**src/rtl/core/b64d_pkg.sv**
```systemverilog
// Shared type and character constants of the base64 stream decoder.
package b64d_pkg;

  localparam logic [7:0] CharUpA  = 8'h41;
  localparam logic [7:0] CharUpZ  = 8'h5A;
  localparam logic [7:0] CharLoA  = 8'h61;
  localparam logic [7:0] CharLoZ  = 8'h7A;
  localparam logic [7:0] CharDig0 = 8'h30;
  localparam logic [7:0] CharDig9 = 8'h39;
  localparam logic [7:0] CharPlus = 8'h2B;
  localparam logic [7:0] CharSlash = 8'h2F;
  localparam logic [7:0] CharPad  = 8'h3D;

  // One group of results caused by a single item.
  typedef struct packed {
    logic [23:0] word;
    logic [1:0]  cnt;
    logic        is_status;
    logic        status;
  } grp_t;

endpackage

```
**src/rtl/core/b64d_decode.sv**
```systemverilog
// Input register, decoder state and quartet decode of the base64 stream decoder.
module b64d_decode import b64d_pkg::*; (
  input  logic       clk_i,
  input  logic       rst_ni,
  input  logic       in_valid_i,
  output logic       in_ready_o,
  input  logic       op_i,
  input  logic [7:0] char_in_i,
  input  logic       grp_ready_i,
  output logic       grp_push_o,
  output grp_t       grp_o
);

  typedef enum logic [2:0] {
    PhCollect = 3'b001,
    PhError   = 3'b010,
    PhDone    = 3'b100
  } phase_e;

  // Returns {is_sextet, value}.
  function automatic logic [6:0] map_char(input logic [7:0] c);
    logic [6:0] r;
    r = 7'd0;
    if (c inside {[CharUpA:CharUpZ]}) begin
      r = {1'b1, 6'(c - CharUpA)};
    end else if (c inside {[CharLoA:CharLoZ]}) begin
      r = {1'b1, 6'(c - CharLoA + 8'd26)};
    end else if (c inside {[CharDig0:CharDig9]}) begin
      r = {1'b1, 6'(c - CharDig0 + 8'd52)};
    end else if (c == CharPlus) begin
      r = {1'b1, 6'd62};
    end else if (c == CharSlash) begin
      r = {1'b1, 6'd63};
    end
    return r;
  endfunction

  logic       itm_vld_q;
  logic       itm_op_q;
  logic [7:0] itm_char_q;

  phase_e     phase_q, phase_d;
  logic [1:0] fill_q, fill_d;
  logic [1:0] pad_q, pad_d;
  logic [5:0] held_q [3];

  logic [6:0] sx;
  logic       is_pad;
  logic [5:0] sym;
  logic [2:0] pads;
  logic       held_we;
  logic       has_res;
  logic       advance;
  grp_t       grp;

  always_comb begin
    sx      = map_char(itm_char_q);
    is_pad  = (itm_char_q == CharPad);
    sym     = is_pad ? 6'd0 : sx[5:0];
    pads    = {1'b0, pad_q} + {2'b00, is_pad};
    phase_d = phase_q;
    fill_d  = fill_q;
    pad_d   = pad_q;
    held_we = 1'b0;
    has_res = 1'b0;
    grp     = '0;
    if (itm_op_q) begin
      // End of stream: report and rearm.
      has_res       = 1'b1;
      grp.cnt       = 2'd1;
      grp.is_status = 1'b1;
      grp.status    = (phase_q == PhError) || ((phase_q == PhCollect) && (fill_q != 2'd0));
      phase_d       = PhCollect;
      fill_d        = 2'd0;
      pad_d         = 2'd0;
    end else if ((phase_q == PhCollect) && (is_pad || sx[6])) begin
      if (!is_pad && (pad_q != 2'd0)) begin
        phase_d = PhError;
      end else if (fill_q != 2'd3) begin
        held_we = 1'b1;
        fill_d  = fill_q + 2'd1;
        pad_d   = pads[1:0];
      end else if (pads > 3'd2) begin
        phase_d = PhError;
      end else begin
        has_res  = 1'b1;
        grp.word = {held_q[0], held_q[1], held_q[2], sym};
        grp.cnt  = 2'(3'd3 - pads);
        fill_d   = 2'd0;
        pad_d    = 2'd0;
        if (pads != 3'd0) begin
          phase_d = PhDone;
        end
      end
    end
  end

  // Items without results never wait on the output side.
  assign advance    = itm_vld_q && (!has_res || grp_ready_i);
  assign in_ready_o = !itm_vld_q || advance;
  assign grp_push_o = advance && has_res;
  assign grp_o      = grp;

  always_ff @(posedge clk_i or negedge rst_ni) begin
    if (!rst_ni) begin
      itm_vld_q <= 1'b0;
      phase_q   <= PhCollect;
      fill_q    <= 2'd0;
      pad_q     <= 2'd0;
    end else begin
      if (in_valid_i && in_ready_o) begin
        itm_vld_q <= 1'b1;
      end else if (advance) begin
        itm_vld_q <= 1'b0;
      end
      if (advance) begin
        phase_q <= phase_d;
        fill_q  <= fill_d;
        pad_q   <= pad_d;
      end
    end
  end

  always_ff @(posedge clk_i) begin
    if (in_valid_i && in_ready_o) begin
      itm_op_q   <= op_i;
      itm_char_q <= char_in_i;
    end
    if (advance && held_we) begin
      held_q[fill_q] <= sym;
    end
  end

endmodule

```
**src/rtl/core/b64d_emit.sv**
```systemverilog
// Result register that hands out a group of up to three results one per cycle while out_ready_i is high.
module b64d_emit import b64d_pkg::*; (
  input  logic       clk_i,
  input  logic       rst_ni,
  input  logic       grp_push_i,
  input  grp_t       grp_i,
  output logic       grp_ready_o,
  output logic       out_valid_o,
  input  logic       out_ready_i,
  output logic [7:0] out_byte_o,
  output logic       is_status_o,
  output logic       status_o,
  output logic       last_o
);

  logic       grp_vld_q;
  grp_t       grp_q;
  logic [1:0] idx_q;
  logic       is_last;

  assign is_last     = (idx_q == 2'(grp_q.cnt - 2'd1));
  assign grp_ready_o = !grp_vld_q || (out_ready_i && is_last);

  assign out_valid_o = grp_vld_q;
  assign is_status_o = grp_q.is_status;
  assign status_o    = grp_q.status;
  assign last_o      = is_last;

  always_comb begin
    case (idx_q)
      2'd0:    out_byte_o = grp_q.word[23:16];
      2'd1:    out_byte_o = grp_q.word[15:8];
      default: out_byte_o = grp_q.word[7:0];
    endcase
  end

  always_ff @(posedge clk_i or negedge rst_ni) begin
    if (!rst_ni) begin
      grp_vld_q <= 1'b0;
      idx_q     <= 2'd0;
    end else if (grp_push_i) begin
      grp_vld_q <= 1'b1;
      idx_q     <= 2'd0;
    end else if (grp_vld_q && out_ready_i) begin
      // Advance through the group, drop it after its last result.
      if (is_last) begin
        grp_vld_q <= 1'b0;
      end else begin
        idx_q <= idx_q + 2'd1;
      end
    end
  end

  always_ff @(posedge clk_i) begin
    if (grp_push_i) begin
      grp_q <= grp_i;
    end
  end

endmodule

```
**src/rtl/core/base64_stream_decoder.sv**
```systemverilog
// Base64 stream decoder: characters in, decoded bytes and stream status out.
//
// Input channel (in_valid_i/in_ready_o): one item per handshake, either a
// character (op_i = 0, char_in_i) or an end-of-stream mark (op_i = 1).
// Output channel (out_valid_o/out_ready_i): one result per handshake, a data
// byte (is_status_o = 0) or a stream status (is_status_o = 1, status_o = 1 on
// malformed input); last_o marks the last result of an input item.
// An item is taken into an input register and decoded there against the
// quartet state; its results land in the result register, which drives
// out_valid_o, once that register is free (grp_ready).
// Throughput: one input item per cycle while the result register can take
// its results; a completed quartet occupies the result register until each
// of its bytes (up to three) is taken. Skipped characters pass without waiting.
// A stalled receiver holds the result register; once an item with results
// reaches the input register, in_ready_o drops until results drain.
// Reset clears the decoder state to collecting with an empty quartet and
// empties both registers; no clearing pass is needed.
module base64_stream_decoder import b64d_pkg::*; (
  input  logic       clk_i,
  input  logic       rst_ni,
  input  logic       in_valid_i,
  output logic       in_ready_o,
  input  logic       op_i,
  input  logic [7:0] char_in_i,
  output logic       out_valid_o,
  input  logic       out_ready_i,
  output logic [7:0] out_byte_o,
  output logic       is_status_o,
  output logic       status_o,
  output logic       last_o
);

  logic grp_push;
  logic grp_ready;
  grp_t grp;

  b64d_decode u_decode (
    .clk_i       (clk_i),
    .rst_ni      (rst_ni),
    .in_valid_i  (in_valid_i),
    .in_ready_o  (in_ready_o),
    .op_i        (op_i),
    .char_in_i   (char_in_i),
    .grp_ready_i (grp_ready),
    .grp_push_o  (grp_push),
    .grp_o       (grp)
  );

  b64d_emit u_emit (
    .clk_i       (clk_i),
    .rst_ni      (rst_ni),
    .grp_push_i  (grp_push),
    .grp_i       (grp),
    .grp_ready_o (grp_ready),
    .out_valid_o (out_valid_o),
    .out_ready_i (out_ready_i),
    .out_byte_o  (out_byte_o),
    .is_status_o (is_status_o),
    .status_o    (status_o),
    .last_o      (last_o)
  );

endmodule

```
**config.mk**
```make
export PLATFORM = sky130hd
export DESIGN_NAME = base64_stream_decoder
export DESIGN_NICKNAME = d
export VERILOG_FILES = /design/src/rtl/core/b64d_pkg.sv /design/src/rtl/core/b64d_decode.sv /design/src/rtl/core/b64d_emit.sv /design/src/rtl/core/base64_stream_decoder.sv
export SDC_FILE = /design/constraint.sdc
export NUM_CORES = 1
export LEC_CHECK = 0
export BUFFER_PORTS_ARGS = -buffer_cell sky130_fd_sc_hd__buf_4
export CAP_MARGIN = 25
export CORE_MARGIN = 3
export CORE_UTILIZATION = 40
export DETAILED_ROUTE_END_ITERATION = 6
export HOLD_SLACK_MARGIN = 0.03
export PLACE_DENSITY = 0.63
export SLEW_MARGIN = 20
export SYNTH_ARGS = -nofsm -noshare
export SYNTH_HDL_FRONTEND = slang
export SYNTH_SLANG_ARGS = --single-unit
```
**constraint.sdc**
```tcl
create_clock -name clk_i -period 11.2 [get_ports clk_i]
set_input_delay 0.56 -clock clk_i [delete_from_list [all_inputs] [get_ports clk_i]]
set_output_delay 0.56 -clock clk_i [all_outputs]
set_load 0.03 [all_outputs]
```
==> results by group <==
Clocking
  • CTS tree: yes
  • CTS root buf: clkbuf_8
  • Clk sinks: 66
  • CTS resizes: 0
  • Reg clk slew, reported paths: 80 ps
  • Max H-tree Level: 3
  • Setup repair bufs after CTS: 0
  • Post-CTS Hold Buffers: 0
  • CTS max path bufs: 2
  • Clk Latency, worst-skew pair: 340 ps
  • CTS Buf Count: 9

Global route
  • Via count of the first global-routing pass: 2,422
  • Antenna violations before repair: 0
  • First-pass GRT wire length: 12.1 mm
  • Gr ovfl total: 0
  • All-Layer GR Usage: 15.3%
  • Largest net degree at the start of global routing: 29

Route
  • DR vias/cell: 5.35
  • Routed Antenna Nets: 0
  • Wire per inst: 15.2 um
  • Detailed Route WL: 6.88 mm
  • Drt drc: 0
  • DR vias: 2,424
  • Pre-Repair DR Iteration Count: 5
  • Iteration-0 DRC count of the detailed router: 141

Power and ir drop
  • Flop pwr share: 37.7%
  • Logic pwr share: 36.6%
  • Peak VDD IR: 77.8 uV
  • Net Switching: 0.347 mW
  • Clock power frac: 25.7%
  • Switching share of power: 36.8%
  • LEAKAGE: 1.56 nW
  • Internal Pwr Total: 0.596 mW
  • PD cells: 230 mW/mm^2
  • Pwr Total: 0.942 mW

Yosys
  • Register bit total from synthesis: 66
  • Syn Nets: 344
  • Post-synthesis sequential area ratio: 54.1%
  • Async SR Flop Fraction: 16.7%
  • EDFF count, synth: 55
  • Mean Syn Cell Area: 11.4 um^2
  • Cell taking the most area after synthesis: edfxtp_1
  • Area share of the largest cell type after synthesis: 46.3%
  • Yosys cell types: 61
  • Top FF cell, synth: edfxtp_1
  • Largest cells by area after synthesis: edfxtp_1 (46%), dfrtp_1 (7.0%), ha_1 (6.3%), and2_1 (4.0%), nand2_1 (3.9%)
  • Warnings from Yosys: 0
  • Syn Inst Count: 313
  • Synth Cell Area: 0.00356 mm^2

Timing
  • Worst hold slack: 44.4 ps
  • Final Hold Viols: 0
  • Highest clock rate: 233 MHz
  • Setup TNS: 0 ps
  • Final setup violating endpoints: 0
  • Setup repair after global routing missed its margin: false
  • Min Tclk post-route: 4290 ps
  • Clock Skews: 10.7 ps
  • Max_slew headroom: 57.7%
  • Worst slew pin tran: 632 ps
  • Period utilization: 38.3%
  • Final slew viol count: 0

Layout
  • Area grow syn2layout: 15.1%
  • Fillers: 744
  • Total Nets Final: 374
  • Final non-filler cell area: 0.00410 mm^2
  • # diodes: 0
  • Layout cells sized above 1: 17.2%

Place
  • GP Congestion: 0.916
  • Placed cell areas: 0.00386 mm^2
  • Port bufs: 25
  • HPWL after DPL: 5.14 mm

Die
  • FP Rows: 33
  • Die H: 100 um
  • Core area: 0.00842 mm^2
  • Die area: 0.0101 mm^2
  • Die X: 100 um
  • Initial Utilization: 42.3%
  • IO Count: 26

Hold path
  • Hold WC Path Type: in2async

Worst setup path
  • Reg2reg path depth: 12
  • Crit-path slowest cell: edfxtp_1
  • Critical Path Start Type: flip-flop
  • R2R Path End: u_emit.grp_q[5]$_SDFFCE_PP0P_
  • Critical Path End Type: primary output
  • FF-to-FF setup slack: 7390 ps
  • CP Class: reg2out
  • Most frequent CP cell: ha_1
  • Critical-path cell list: ha_1 > nand3_1 > nor2_1 > ha_1 > inv_1 > ha_1 > a21oi_1 > nor2_1 > nand2_1 > a21oi_1 > o21ai_0 > buf_4
  • CP Data Required Time: 10,640 ps
  • Worst EP arrival: 3730 ps
  • Crit path largest cell delay: 580 ps
  • Critical-path maximum fanout: 11
  • Worst reg2reg startpoint: u_decode.itm_char_q[2]$_DFFE_PP_

Flow run
  • Max Cap Viol: 0

Run status
  • Status: finished, final reports clean
-- layout make-up --
cell class | instances | area [um^2] | area share (%)
inverter | 18 | 67.6 | 1.65
sequential | 66 | 1930 | 47.0
clock inverter | 5 | 103 | 2.50
clock buffer | 11 | 141 | 3.45
multi-input combinational | 221 | 1530 | 37.2
timing repair buffer | 27 | 203 | 4.94
tap | 105 | 131 | 3.20
-- flip-flops by register name, indices dropped and copies added (netlist names) --
name                 cells
u_decode.pad_q           2
u_decode.fill_q          2
u_emit.is_status_o       1
u_decode.itm_vld_q       1
u_emit.status_o          1
u_emit.grp_q            26
u_decode.itm_char_q      8
u_emit.out_valid_o       1
u_decode.phase_q         3
u_decode.held_q         18
u_emit.idx_q             2
u_decode.itm_op_q        1
-- layout by cell type, fill, tap and decap left out, types with 3 or more instances in the layout --
cell type,netlist,routed
a22oi_1,9,9
a31oi_1,3,3
edfxtp_1,55,55
clkbuf_8,0,10
a21o_1,4,4
ha_1,18,18
o21ai_0,15,15
nand2_1,37,37
xor2_1,4,4
inv_1,17,17
nor2_1,20,20
bufinv_16,0,3
nor2b_1,5,5
nor3_1,6,6
dfrtp_1,10,10
xnor2_1,4,4
a21oi_1,16,15
buf_4,1,27
and2_1,23,23
nand3_1,11,11
-- critical path, delay by kind of cell (launching register included) --
kind | cells | cell delay (ps)
adder cells (fa/ha/maj) | 3 | 1040
AND/OR/NAND/NOR | 4 | 840
AO/OA/AOI/OAI | 3 | 700
flip-flops | 1 | 580
buffers and inverters | 2 | 240
-- metal layers --
layer | vias up | share of wire [%] | routed length (um) | track usage (%)
met3 | 9 | 4.8 | 328 | 4.17
met4 | 0 | 1.5 | 102 | 5.80
met2 | 63 | 46 | 3180 | 23.6
met1 | 1136 | 48 | 3270 | 20.5
met5 | - | 0 | 0 | 0
li1 | 1216 | - | - | -
-- cell usage after synthesis, drive strengths merged (2+ instances only) --
cell / n
a21o: 4
xor2: 4
o2bb2ai: 2
nor2b: 5
and2: 23
xnor2: 4
o21a: 2
buf: 5
nor3: 6
a211oi: 3
nand3: 11
inv: 17
dfrtp: 10
edfxtp: 55
o21ai: 18
nor4: 2
a22oi: 9
a21oi: 16
clkbuf: 3
o221ai: 2
ha: 18
nand2: 38
o31ai: 2
a311oi: 4
a32o: 2
nand3b: 2
a31oi: 3
mux2i: 2
a2111oi: 2
nor2: 20
-- power by group through the flow --
stage               clock, mW  combinational, mW  sequential (mW)
CTS                     0.246              0.348            0.355
finish                  0.242              0.345            0.355
global route            0.261              0.384            0.361
detailed placement          0              0.346            0.360
floorplan                   0              0.248            0.353
global placement            0              0.343            0.359
-- worst max path at each step --
stage	startpoint	to	slack (ps)	cells after the start
6_report	u_decode.itm_char_q[2]$_DFFE_PP_	in_ready_o	6910	12
4_1_cts	u_decode.itm_char_q[2]$_DFFE_PP_	in_ready_o	6920	12
3_5_place_dp	u_decode.itm_char_q[2]$_DFFE_PP_	in_ready_o	7300	12
5_1_grt	u_decode.itm_char_q[2]$_DFFE_PP_	in_ready_o	6480	12
3_3_place_gp	u_decode.itm_char_q[2]$_DFFE_PP_	in_ready_o	7430	12
2_1_floorplan	u_decode.itm_char_q[1]$_DFFE_PP_	u_emit.grp_q[10]$_SDFFCE_PP0P_	6880	13
-- through the flow --
stage	instances	worst slack, ps	util (%)
global placement	437	7430	45.8
floorplan	313	6880	-
detailed placement	437	7300	45.8
finish	453	6910	48.7
global route	453	6480	48.7
CTS	453	6920	48.7
-- logic make-up after synthesis --
family,count (synthesis),synth area share (%)
muxes,2,0.562
AOI/OAI and AO/OA,80,17.3
DFF,66,54.1
adders and majority gates,18,6.32
and+or+nand+nor,113,16.6
buffers and inverters,26,3.12
xor gates and xnor gates,8,1.97
(Power assumes the default switching activity.)
